`config.mk`:
```
export PLATFORM = sky130hd
export DESIGN_NAME = diff_drive_odometry_flat
export DESIGN_NICKNAME = d
export VERILOG_FILES = /design/src/rtl/ddo_pkg.sv /design/src/rtl/ddo_in_if.sv /design/src/rtl/ddo_out_if.sv /design/src/rtl/diff_drive_odometry.sv /design/src/rtl/ddo_datapath.sv /design/src/rtl/ddo_ctrl.sv /design/src/flat_wrapper.sv
export SDC_FILE = /design/constraint.sdc
export NUM_CORES = 2
export LEC_CHECK = 0
export ABC_AREA = 1
export BUFFER_PORTS_ARGS = -buffer_cell sky130_fd_sc_hd__buf_2
export CAP_MARGIN = 30
export CORE_AREA = 2 2 520 522
export DETAILED_ROUTE_END_ITERATION = 12
export DIE_AREA = 0 0 522 524
export PLACE_DENSITY_LB_ADDON = 0.08
export SETUP_SLACK_MARGIN = 0.4
export SYNTH_ARGS = -nofsm -noshare
export SYNTH_HDL_FRONTEND = slang
export SYNTH_SLANG_ARGS = --single-unit
```
`constraint.sdc`:
```
create_clock -name clk -period 10.6 [get_ports clk]
set_input_delay 2.12 -clock clk [delete_from_list [all_inputs] [get_ports clk]]
set_output_delay 2.12 -clock clk [all_outputs]
set_load 0.005 [all_outputs]
```
`src/rtl/ddo_pkg.sv`:
```
// Shared constants, command and status types and the arctangent table of the odometry block.
package ddo_pkg;

  localparam int CORDIC_STEPS = 16;
  localparam int TRAVEL_WIDTH = 24;
  localparam int ITER_W = (CORDIC_STEPS > 1) ? $clog2(CORDIC_STEPS) : 1;
  localparam int MUL_W = 34;
  localparam int PROD_W = 2 * MUL_W;
  localparam int CW = 34;
  localparam int ZW = 33;
  localparam int SUM_W = (TRAVEL_WIDTH + 3 > 34) ? TRAVEL_WIDTH + 3 : 34;

  localparam logic [31:0] APD_RESET = 32'd3417826378;
  localparam logic signed [CW-1:0] CORDIC_GAIN = 34'sd652032874;

  localparam logic [1:0] FUNC_UPDATE = 2'd0;
  localparam logic [1:0] FUNC_SET = 2'd1;
  localparam logic [1:0] FUNC_CLEAR = 2'd2;
  localparam logic [1:0] FUNC_HOLD = 2'd3;

  localparam logic [1:0] MUL_ANG = 2'd0;
  localparam logic [1:0] MUL_X = 2'd1;
  localparam logic [1:0] MUL_Y = 2'd2;

  typedef struct packed {
    logic load;
    logic mul_en;
    logic [1:0] mul_sel;
    logic cordic_init;
    logic cordic_step;
    logic [ITER_W-1:0] iter;
    logic take_ang;
    logic acc_x;
    logic acc_y;
    logic commit;
  } ddo_cmd_t;

  typedef struct packed {
    logic is_update;
  } ddo_stat_t;

  function automatic logic [29:0] atan_at(input logic [4:0] idx);
    logic [29:0] v;
    case (idx)
      5'd0: v = 30'd536870912;
      5'd1: v = 30'd316933406;
      5'd2: v = 30'd167458907;
      5'd3: v = 30'd85004756;
      5'd4: v = 30'd42667331;
      5'd5: v = 30'd21354465;
      5'd6: v = 30'd10679838;
      5'd7: v = 30'd5340245;
      5'd8: v = 30'd2670163;
      5'd9: v = 30'd1335087;
      5'd10: v = 30'd667544;
      5'd11: v = 30'd333772;
      5'd12: v = 30'd166886;
      5'd13: v = 30'd83443;
      5'd14: v = 30'd41722;
      5'd15: v = 30'd20861;
      5'd16: v = 30'd10430;
      5'd17: v = 30'd5215;
      5'd18: v = 30'd2608;
      5'd19: v = 30'd1304;
      5'd20: v = 30'd652;
      5'd21: v = 30'd326;
      5'd22: v = 30'd163;
      5'd23: v = 30'd81;
      5'd24: v = 30'd41;
      5'd25: v = 30'd20;
      5'd26: v = 30'd10;
      5'd27: v = 30'd5;
      5'd28: v = 30'd3;
      5'd29: v = 30'd1;
      5'd30: v = 30'd1;
      default: v = 30'd0;
    endcase
    return v;
  endfunction

endpackage

```
`src/rtl/ddo_in_if.sv`:
```
// Input channel interface carrying one command word of the odometry block.
interface ddo_in_if;
  logic valid;
  logic ready;
  logic [1:0] func;
  logic signed [ddo_pkg::TRAVEL_WIDTH-1:0] left_travel;
  logic signed [ddo_pkg::TRAVEL_WIDTH-1:0] right_travel;
  logic signed [31:0] new_x;
  logic signed [31:0] new_y;
  logic signed [31:0] new_heading;

  modport source (
    output valid, func, left_travel, right_travel, new_x, new_y, new_heading,
    input ready
  );
  modport sink (
    input valid, func, left_travel, right_travel, new_x, new_y, new_heading,
    output ready
  );
endinterface

```
`src/rtl/ddo_out_if.sv`:
```
// Result channel interface carrying one pose word of the odometry block.
interface ddo_out_if;
  logic valid;
  logic ready;
  logic signed [31:0] pose_x;
  logic signed [31:0] pose_y;
  logic signed [31:0] pose_heading;
  logic signed [ddo_pkg::TRAVEL_WIDTH-1:0] last_linear;
  logic signed [31:0] last_angular;

  modport source (
    output valid, pose_x, pose_y, pose_heading, last_linear, last_angular,
    input ready
  );
  modport sink (
    input valid, pose_x, pose_y, pose_heading, last_linear, last_angular,
    output ready
  );
endinterface

```
`src/rtl/diff_drive_odometry.sv`:
```
// Top level of the differential-drive odometry block.
// The block keeps a robot pose (x, y, heading) and advances it from wheel travel.
// Input words arrive on in_ch: func selects update from left/right travel, set
// pose from new_x/new_y/new_heading, or clear of pose and history. Every input
// word yields exactly one result word on out_ch with the pose after the word
// and the linear and angular steps of the last update.
// An update forms the angular step on the shared multiplier, runs the iterative
// CORDIC of CORDIC_STEPS iterations, then multiplies and accumulates x and y;
// set, clear and the unused code go straight to the result. A new word is
// accepted only once the controller is idle again after the previous result
// is registered, so the block takes no new word while one is in flight.
// The result register holds a finished word while the receiver stalls; the
// next input word is accepted and worked on meanwhile and waits at its end
// until the held result is taken.
// cfg_we with cfg_wdata writes the reciprocal wheel base register; write it
// only while the block is idle. Reset clears the pose and history, loads the
// register default and leaves the result channel empty.
module diff_drive_odometry (
  input  logic        clk,
  input  logic        rst_n,
  ddo_in_if.sink      in_ch,
  ddo_out_if.source   out_ch,
  input  logic        cfg_we,
  input  logic [31:0] cfg_wdata
);
  import ddo_pkg::*;

  ddo_cmd_t cmd;
  ddo_stat_t stat;

  ddo_ctrl u_ctrl (
    .clk       (clk),
    .rst_n     (rst_n),
    .in_valid  (in_ch.valid),
    .in_ready  (in_ch.ready),
    .out_valid (out_ch.valid),
    .out_ready (out_ch.ready),
    .stat      (stat),
    .cmd       (cmd)
  );

  ddo_datapath u_datapath (
    .clk          (clk),
    .rst_n        (rst_n),
    .cfg_we       (cfg_we),
    .cfg_wdata    (cfg_wdata),
    .func         (in_ch.func),
    .left_travel  (in_ch.left_travel),
    .right_travel (in_ch.right_travel),
    .new_x        (in_ch.new_x),
    .new_y        (in_ch.new_y),
    .new_heading  (in_ch.new_heading),
    .cmd          (cmd),
    .stat         (stat),
    .pose_x       (out_ch.pose_x),
    .pose_y       (out_ch.pose_y),
    .pose_heading (out_ch.pose_heading),
    .last_linear  (out_ch.last_linear),
    .last_angular (out_ch.last_angular)
  );

  a_one_word_at_a_time: assert property (@(posedge clk) disable iff (!rst_n)
    in_ch.valid && in_ch.ready |=> !in_ch.ready)
    else $error("input accepted while a word is in flight");

  a_no_overwrite: assert property (@(posedge clk) disable iff (!rst_n)
    cmd.commit |-> !out_ch.valid || out_ch.ready)
    else $error("result register overwritten before it was taken");

  a_commit_shows: assert property (@(posedge clk) disable iff (!rst_n)
    cmd.commit |=> out_ch.valid)
    else $error("committed result not presented");

  a_commit_idle_next: assert property (@(posedge clk) disable iff (!rst_n)
    cmd.commit |=> in_ch.ready)
    else $error("controller not idle after commit");

endmodule

```
`src/rtl/ddo_datapath.sv`:
```
// Odometry datapath: pose state, shared multiplier, iterative CORDIC and result register.
module ddo_datapath (
  input  logic                                    clk,
  input  logic                                    rst_n,
  input  logic                                    cfg_we,
  input  logic [31:0]                             cfg_wdata,
  input  logic [1:0]                              func,
  input  logic signed [ddo_pkg::TRAVEL_WIDTH-1:0] left_travel,
  input  logic signed [ddo_pkg::TRAVEL_WIDTH-1:0] right_travel,
  input  logic signed [31:0]                      new_x,
  input  logic signed [31:0]                      new_y,
  input  logic signed [31:0]                      new_heading,
  input  ddo_pkg::ddo_cmd_t                       cmd,
  output ddo_pkg::ddo_stat_t                      stat,
  output logic signed [31:0]                      pose_x,
  output logic signed [31:0]                      pose_y,
  output logic signed [31:0]                      pose_heading,
  output logic signed [ddo_pkg::TRAVEL_WIDTH-1:0] last_linear,
  output logic signed [31:0]                      last_angular
);
  import ddo_pkg::*;

  localparam int TW = TRAVEL_WIDTH;

  logic [31:0] apd_r;
  logic [31:0] pos_x_r, pos_y_r, heading_r, pang_r;
  logic [TW-1:0] plin_r;
  logic [1:0] func_r;
  logic signed [TW-1:0] lin_r;
  logic signed [TW:0] diff_r;
  logic [31:0] ang_r;
  logic [31:0] nx_r, ny_r, nh_r;
  logic signed [PROD_W-1:0] prod_r;
  logic signed [CW-1:0] cx_r, cy_r;
  logic signed [ZW-1:0] cz_r;
  logic flip_r;
  logic [31:0] out_x_r, out_y_r, out_h_r, out_ang_r;
  logic [TW-1:0] out_lin_r;

  logic signed [TW:0] sum_in;
  logic signed [MUL_W-1:0] mul_a, mul_b;
  logic signed [CW-1:0] c_fin, s_fin, xs, ys;
  logic [4:0] iter5;
  logic signed [ZW-1:0] atan_v;
  logic [31:0] z_start;
  logic [TW-1:0] plin_nxt;
  logic [31:0] pang_nxt;

  function automatic logic [31:0] sat_step(input logic [31:0] base,
                                           input logic signed [PROD_W-1:0] p);
    logic signed [PROD_W-1:0] rnd;
    logic signed [SUM_W-1:0] d;
    logic signed [SUM_W-1:0] s;
    logic [31:0] r;
    rnd = p + (PROD_W'(1) <<< 29);
    d = rnd[30 +: SUM_W];
    s = {{(SUM_W-32){base[31]}}, base} + d;
    if (!s[SUM_W-1] && (|s[SUM_W-2:31])) begin
      r = 32'h7fff_ffff;
    end else if (s[SUM_W-1] && !(&s[SUM_W-2:31])) begin
      r = 32'h8000_0000;
    end else begin
      r = s[31:0];
    end
    return r;
  endfunction

  assign sum_in = {left_travel[TW-1], left_travel} + {right_travel[TW-1], right_travel};
  assign c_fin = flip_r ? -cx_r : cx_r;
  assign s_fin = flip_r ? -cy_r : cy_r;
  assign iter5 = 5'(cmd.iter);
  assign xs = cx_r >>> iter5;
  assign ys = cy_r >>> iter5;
  assign atan_v = $signed({{(ZW-30){1'b0}}, atan_at(iter5)});
  assign z_start = (heading_r[31] ^ heading_r[30]) ? heading_r + 32'h8000_0000 : heading_r;

  always_comb begin
    mul_a = {{(MUL_W-TW){lin_r[TW-1]}}, lin_r};
    mul_b = c_fin;
    case (cmd.mul_sel)
      MUL_ANG: begin
        mul_a = {{(MUL_W-TW-1){diff_r[TW]}}, diff_r};
        mul_b = $signed({{(MUL_W-32){1'b0}}, apd_r});
      end
      MUL_Y: mul_b = s_fin;
      default: mul_b = c_fin;
    endcase
  end

  always_comb begin
    plin_nxt = plin_r;
    pang_nxt = pang_r;
    case (func_r)
      FUNC_UPDATE: begin
        plin_nxt = lin_r;
        pang_nxt = ang_r;
      end
      FUNC_CLEAR: begin
        plin_nxt = '0;
        pang_nxt = '0;
      end
      default: ;
    endcase
  end

  always_ff @(posedge clk) begin
    if (!rst_n) begin
      apd_r <= APD_RESET;
      pos_x_r <= '0;
      pos_y_r <= '0;
      heading_r <= '0;
      plin_r <= '0;
      pang_r <= '0;
    end else begin
      if (cfg_we) begin
        apd_r <= cfg_wdata;
      end
      if (cmd.commit) begin
        pos_x_r <= nx_r;
        pos_y_r <= ny_r;
        heading_r <= nh_r;
        plin_r <= plin_nxt;
        pang_r <= pang_nxt;
      end
    end
  end

  always_ff @(posedge clk) begin
    if (cmd.load) begin
      func_r <= func;
      lin_r <= sum_in[TW:1];
      diff_r <= {right_travel[TW-1], right_travel} - {left_travel[TW-1], left_travel};
      case (func)
        FUNC_SET: begin
          nx_r <= new_x;
          ny_r <= new_y;
          nh_r <= new_heading;
        end
        FUNC_CLEAR: begin
          nx_r <= '0;
          ny_r <= '0;
          nh_r <= '0;
        end
        default: begin
          nx_r <= pos_x_r;
          ny_r <= pos_y_r;
          nh_r <= heading_r;
        end
      endcase
    end
    if (cmd.mul_en) begin
      prod_r <= mul_a * mul_b;
    end
    if (cmd.cordic_init) begin
      flip_r <= heading_r[31] ^ heading_r[30];
      cz_r <= {z_start[31], z_start};
      cx_r <= CORDIC_GAIN;
      cy_r <= '0;
    end else if (cmd.cordic_step) begin
      if (!cz_r[ZW-1]) begin
        cx_r <= cx_r - ys;
        cy_r <= cy_r + xs;
        cz_r <= cz_r - atan_v;
      end else begin
        cx_r <= cx_r + ys;
        cy_r <= cy_r - xs;
        cz_r <= cz_r + atan_v;
      end
    end
    if (cmd.take_ang) begin
      ang_r <= prod_r[47:16];
    end
    if (cmd.acc_x) begin
      nx_r <= sat_step(pos_x_r, prod_r);
    end
    if (cmd.acc_y) begin
      ny_r <= sat_step(pos_y_r, prod_r);
      nh_r <= heading_r + ang_r;
    end
    if (cmd.commit) begin
      out_x_r <= nx_r;
      out_y_r <= ny_r;
      out_h_r <= nh_r;
      out_lin_r <= plin_nxt;
      out_ang_r <= pang_nxt;
    end
  end

  assign stat.is_update = (func_r == FUNC_UPDATE);
  assign pose_x = out_x_r;
  assign pose_y = out_y_r;
  assign pose_heading = out_h_r;
  assign last_linear = out_lin_r;
  assign last_angular = out_ang_r;

endmodule

```
`src/rtl/ddo_ctrl.sv`:
```
// Odometry controller: sequences load, multiplies, CORDIC iterations and result handoff.
module ddo_ctrl (
  input  logic               clk,
  input  logic               rst_n,
  input  logic               in_valid,
  output logic               in_ready,
  output logic               out_valid,
  input  logic               out_ready,
  input  ddo_pkg::ddo_stat_t stat,
  output ddo_pkg::ddo_cmd_t  cmd
);
  import ddo_pkg::*;

  localparam logic [2:0] S_IDLE = 3'd0;
  localparam logic [2:0] S_START = 3'd1;
  localparam logic [2:0] S_CORD = 3'd2;
  localparam logic [2:0] S_MULX = 3'd3;
  localparam logic [2:0] S_MULY = 3'd4;
  localparam logic [2:0] S_ACCY = 3'd5;
  localparam logic [2:0] S_DONE = 3'd6;

  localparam logic [ITER_W-1:0] LAST_ITER = ITER_W'(CORDIC_STEPS - 1);

  logic [2:0] state_r, state_nxt;
  logic [ITER_W-1:0] cnt_r, cnt_nxt;
  logic out_valid_r, out_valid_nxt;
  logic out_free;

  assign out_free = !out_valid_r || out_ready;
  assign in_ready = (state_r == S_IDLE);
  assign out_valid = out_valid_r;

  always_comb begin
    state_nxt = state_r;
    cnt_nxt = cnt_r;
    cmd = '0;
    cmd.iter = cnt_r;
    unique case (state_r)
      S_IDLE: begin
        if (in_valid) begin
          cmd.load = 1'b1;
          state_nxt = S_START;
        end
      end
      S_START: begin
        if (stat.is_update) begin
          cmd.mul_en = 1'b1;
          cmd.mul_sel = MUL_ANG;
          cmd.cordic_init = 1'b1;
          cnt_nxt = '0;
          state_nxt = S_CORD;
        end else begin
          state_nxt = S_DONE;
        end
      end
      S_CORD: begin
        cmd.cordic_step = 1'b1;
        cmd.take_ang = (cnt_r == '0);
        if (cnt_r == LAST_ITER) begin
          state_nxt = S_MULX;
        end else begin
          cnt_nxt = cnt_r + 1'b1;
        end
      end
      S_MULX: begin
        cmd.mul_en = 1'b1;
        cmd.mul_sel = MUL_X;
        state_nxt = S_MULY;
      end
      S_MULY: begin
        cmd.mul_en = 1'b1;
        cmd.mul_sel = MUL_Y;
        cmd.acc_x = 1'b1;
        state_nxt = S_ACCY;
      end
      S_ACCY: begin
        cmd.acc_y = 1'b1;
        state_nxt = S_DONE;
      end
      S_DONE: begin
        if (out_free) begin
          cmd.commit = 1'b1;
          state_nxt = S_IDLE;
        end
      end
      default: state_nxt = S_IDLE;
    endcase
  end

  always_comb begin
    out_valid_nxt = out_valid_r;
    if (cmd.commit) begin
      out_valid_nxt = 1'b1;
    end else if (out_ready) begin
      out_valid_nxt = 1'b0;
    end
  end

  always_ff @(posedge clk) begin
    if (!rst_n) begin
      state_r <= S_IDLE;
      cnt_r <= '0;
      out_valid_r <= 1'b0;
    end else begin
      state_r <= state_nxt;
      cnt_r <= cnt_nxt;
      out_valid_r <= out_valid_nxt;
    end
  end

endmodule
```
`src/flat_wrapper.sv`:
```
// flat-port wrapper written by rule: the top's interface ports become plain ports
module diff_drive_odometry_flat import ddo_pkg::*;
  (clk, rst_n, cfg_we, cfg_wdata, in_ch_valid, in_ch_func, in_ch_left_travel, in_ch_right_travel, in_ch_new_x, in_ch_new_y, in_ch_new_heading, in_ch_ready, out_ch_valid, out_ch_pose_x, out_ch_pose_y, out_ch_pose_heading, out_ch_last_linear, out_ch_last_angular, out_ch_ready);
  ddo_in_if in_ch_i ();
  ddo_out_if out_ch_i ();
  input  logic clk;
  input  logic rst_n;
  input  logic cfg_we;
  input  logic [31:0] cfg_wdata;
  input wire logic [$bits(in_ch_i.valid)-1:0] in_ch_valid;
  input wire logic [$bits(in_ch_i.func)-1:0] in_ch_func;
  input wire logic [$bits(in_ch_i.left_travel)-1:0] in_ch_left_travel;
  input wire logic [$bits(in_ch_i.right_travel)-1:0] in_ch_right_travel;
  input wire logic [$bits(in_ch_i.new_x)-1:0] in_ch_new_x;
  input wire logic [$bits(in_ch_i.new_y)-1:0] in_ch_new_y;
  input wire logic [$bits(in_ch_i.new_heading)-1:0] in_ch_new_heading;
  output wire logic [$bits(in_ch_i.ready)-1:0] in_ch_ready;
  output wire logic [$bits(out_ch_i.valid)-1:0] out_ch_valid;
  output wire logic [$bits(out_ch_i.pose_x)-1:0] out_ch_pose_x;
  output wire logic [$bits(out_ch_i.pose_y)-1:0] out_ch_pose_y;
  output wire logic [$bits(out_ch_i.pose_heading)-1:0] out_ch_pose_heading;
  output wire logic [$bits(out_ch_i.last_linear)-1:0] out_ch_last_linear;
  output wire logic [$bits(out_ch_i.last_angular)-1:0] out_ch_last_angular;
  input wire logic [$bits(out_ch_i.ready)-1:0] out_ch_ready;
  assign in_ch_i.valid = in_ch_valid;
  assign in_ch_i.func = in_ch_func;
  assign in_ch_i.left_travel = in_ch_left_travel;
  assign in_ch_i.right_travel = in_ch_right_travel;
  assign in_ch_i.new_x = in_ch_new_x;
  assign in_ch_i.new_y = in_ch_new_y;
  assign in_ch_i.new_heading = in_ch_new_heading;
  assign in_ch_ready = in_ch_i.ready;
  assign out_ch_valid = out_ch_i.valid;
  assign out_ch_pose_x = out_ch_i.pose_x;
  assign out_ch_pose_y = out_ch_i.pose_y;
  assign out_ch_pose_heading = out_ch_i.pose_heading;
  assign out_ch_last_linear = out_ch_i.last_linear;
  assign out_ch_last_angular = out_ch_i.last_angular;
  assign out_ch_i.ready = out_ch_ready;
  diff_drive_odometry u_core (.clk(clk), .rst_n(rst_n), .in_ch(in_ch_i), .out_ch(out_ch_i), .cfg_we(cfg_we), .cfg_wdata(cfg_wdata));
endmodule
```
==> run metrics <==
Slowest cell on crit path=clkinv_1; die area=274000 um^2; Avg WL per Cell=23.3 um; DRT Wirelength=323 mm; Clk Latency, worst-skew pair=0.77 ns; worst setup path class=reg -> reg; crit-path max FO=40; detailed placement HPWL=263 mm; Hold Crit Class=reg -> reg; layout cells sized above 1=0.0788; fin crit period=9.71 ns; Post-synth EDFFs=413; Startpoint Class=flop; vias in the first global route=70.6k; post-synth cell types=69; Max Cap Viol=0; gpl congestion=0.914; syn_nets=11.7k; first-pass GRT wire length=478 mm; Fmax=103 MHz; Residual DRC=0; Crit path max-delay family=adder cells; Overflow after GRT=0; drt pass-1 iters=6; CTS Buffer Depth=3; ys async rst share=0; root buf cell=clkbuf_16; Post-Syn Area=79900 um^2; max-slew violation count=0; top_reg_cell synth=edfxtp_1; Num CTS Buffers=91; fillers=28.5k; DR vias=69.4k; CTS tree=yes; Num Clock Sinks=703; FP Rows=190; DR iter-0 viols=5445; Syn Area/Cell=7.96 um^2; relative slew slack=0.283; Crit path arrival time=10.20 ns; nets=11.9k; Core Area=267000 um^2; Critical path buffers and inverters=12; chip width=522 um; post-route ant nets=0; pin slew with the least headroom to its limit=1.08 ns; clk_skew=0.0614 ns; Port-buffer cells=336; Hold Buf Count CTS=0; initial antenna violation count=9; synth warn=0; Ports=337; GR Util All Layers=0.234; #FFs+latches synth=703; cells after synthesis=10.0k; final period utilization=0.916; final hold viol count=0; Critical Path Max Stage Delay=0.60 ns; largest net degree at the start of global routing=144; Worst Path Required=11.09 ns; final setup fails=0; RSZ-0062 raised after global routing=false; Initial Utilization=0.299; Setup TNS=0 ns; DR vias/cell=4.99; Die Ht=524 um; H-Tree Level Count=3; status=finished, final reports clean; CP Capture Type=flop; clock transition at the registers of the reported paths=0.07 ns; Seq/Total Area, Yosys=0.228; P&R area growth vs syn=11.6%
-- final timing paths --
path	startpoint	end	slack [ns]	cells past startpoint
setup reg to reg	u_core.u_ctrl.state_r[0]	u_core.u_datapath.prod_r[59]	0.89	36
hold / removal	u_core.u_datapath.prod_r[28]	u_core.u_datapath.ang_r[12]	0.41	0
setup / recovery	u_core.u_ctrl.state_r[0]	u_core.u_datapath.prod_r[59]	0.89	36
hold reg to reg	u_core.u_datapath.prod_r[28]	u_core.u_datapath.ang_r[12]	0.41	0
-- synth_stat cells, types with 253 or more instances --
| master | count | area share |
|---|---|---|
| xor2_1 | 253 | 0.028 |
| nor2_1 | 1206 | 0.057 |
| dfxtp_1 | 290 | 0.073 |
| inv_1 | 1679 | 0.079 |
| o21ai_0 | 565 | 0.035 |
| fa_1 | 989 | 0.25 |
| edfxtp_1 | 413 | 0.16 |
| nand3_1 | 579 | 0.036 |
| a21oi_1 | 566 | 0.035 |
| ha_1 | 447 | 0.070 |
| clkbuf_1 | 272 | 0.013 |
| nand2_1 | 1783 | 0.084 |
-- cell usage in the layout (no fill, tap or decap), drive strengths merged, types with 93 or more instances in the layout --
cell type / count
dfxtp: 290
edfxtp: 413
clkbuf: 123
ha: 447
nand2: 1795
a21oi: 567
nand3: 585
nor3: 93
xor2: 253
inv: 1697
nor2: 1226
buf: 525
fa: 989
o21ai: 610
-- state kept, by name, indices dropped and copies added (netlist names), 33 cells and up --
register and flops:
u_core.u_datapath.cy_r 34, u_core.u_datapath.cz_r 33, u_core.u_datapath.cx_r 34, u_core.u_datapath.prod_r 48
-- metal layers --
layer | vias up | track usage | part of all wire
met5 | - | 0 | 0
met4 | 0 | 0.0527 | 0.023
met3 | 282 | 0.0269 | 0.052
met2 | 2001 | 0.374 | 0.45
met1 | 34500 | 0.336 | 0.48
li1 | 32600 | - | -
-- worst reg2reg max path, delay by kind of cell (launching register included) --
kind	cells	cell delay, ns
flops	1	0.38
buf+inv	12	2.13
compound gates	1	0.08
fa+ha+maj	9	4.38
simple gates	14	2.52
-- cells by family after synthesis --
group                    after synthesis  share of synthesized area
adder cells (fa/ha/maj)             1436                      0.318
multiplexers                           1                   0.000125
AO/OA/AOI/OAI                       1631                      0.118
buffers and inverters               2101                      0.102
AND/OR/NAND/NOR                     3825                      0.197
XOR/XNOR                             342                     0.0375
flip-flops                           703                      0.228
-- stage by stage --
stage               worst slack, ns  std cells  cell area (um^2)  utilization  hold WS, ns
finish                        0.892      13900             89200        0.334        0.411
global route                  0.423      13900             89200        0.334        0.432
CTS                           0.507      13900             89100        0.333        0.419
detailed placement            0.543      13700             86000        0.321        0.405
global placement              0.482      13700             85900        0.321        0.404
floorplan                      2.01      10000             79900            -        0.400
-- timing repair --
item                       CTS  global route
setup buffers                0             3
setup endpoints to repair    0            23
gates resized for setup      0            12
-- area by class of cell --
class,instances,area [um^2],share of cell area
timing repair buffer,525,3230,0.0362
tap,3552,4440,0.0498
multi-input combinational,7235,53700,0.602
clock inverter,49,631,0.00707
antenna,5,12.5,0.000140
inverter,1710,6450,0.0723
clock buffer,123,2500,0.0280
sequential,703,18200,0.204
Power is left out: the tool's default activity adds up to more than one toggle a clock period on the data nets, which glitch-free logic cannot reach.
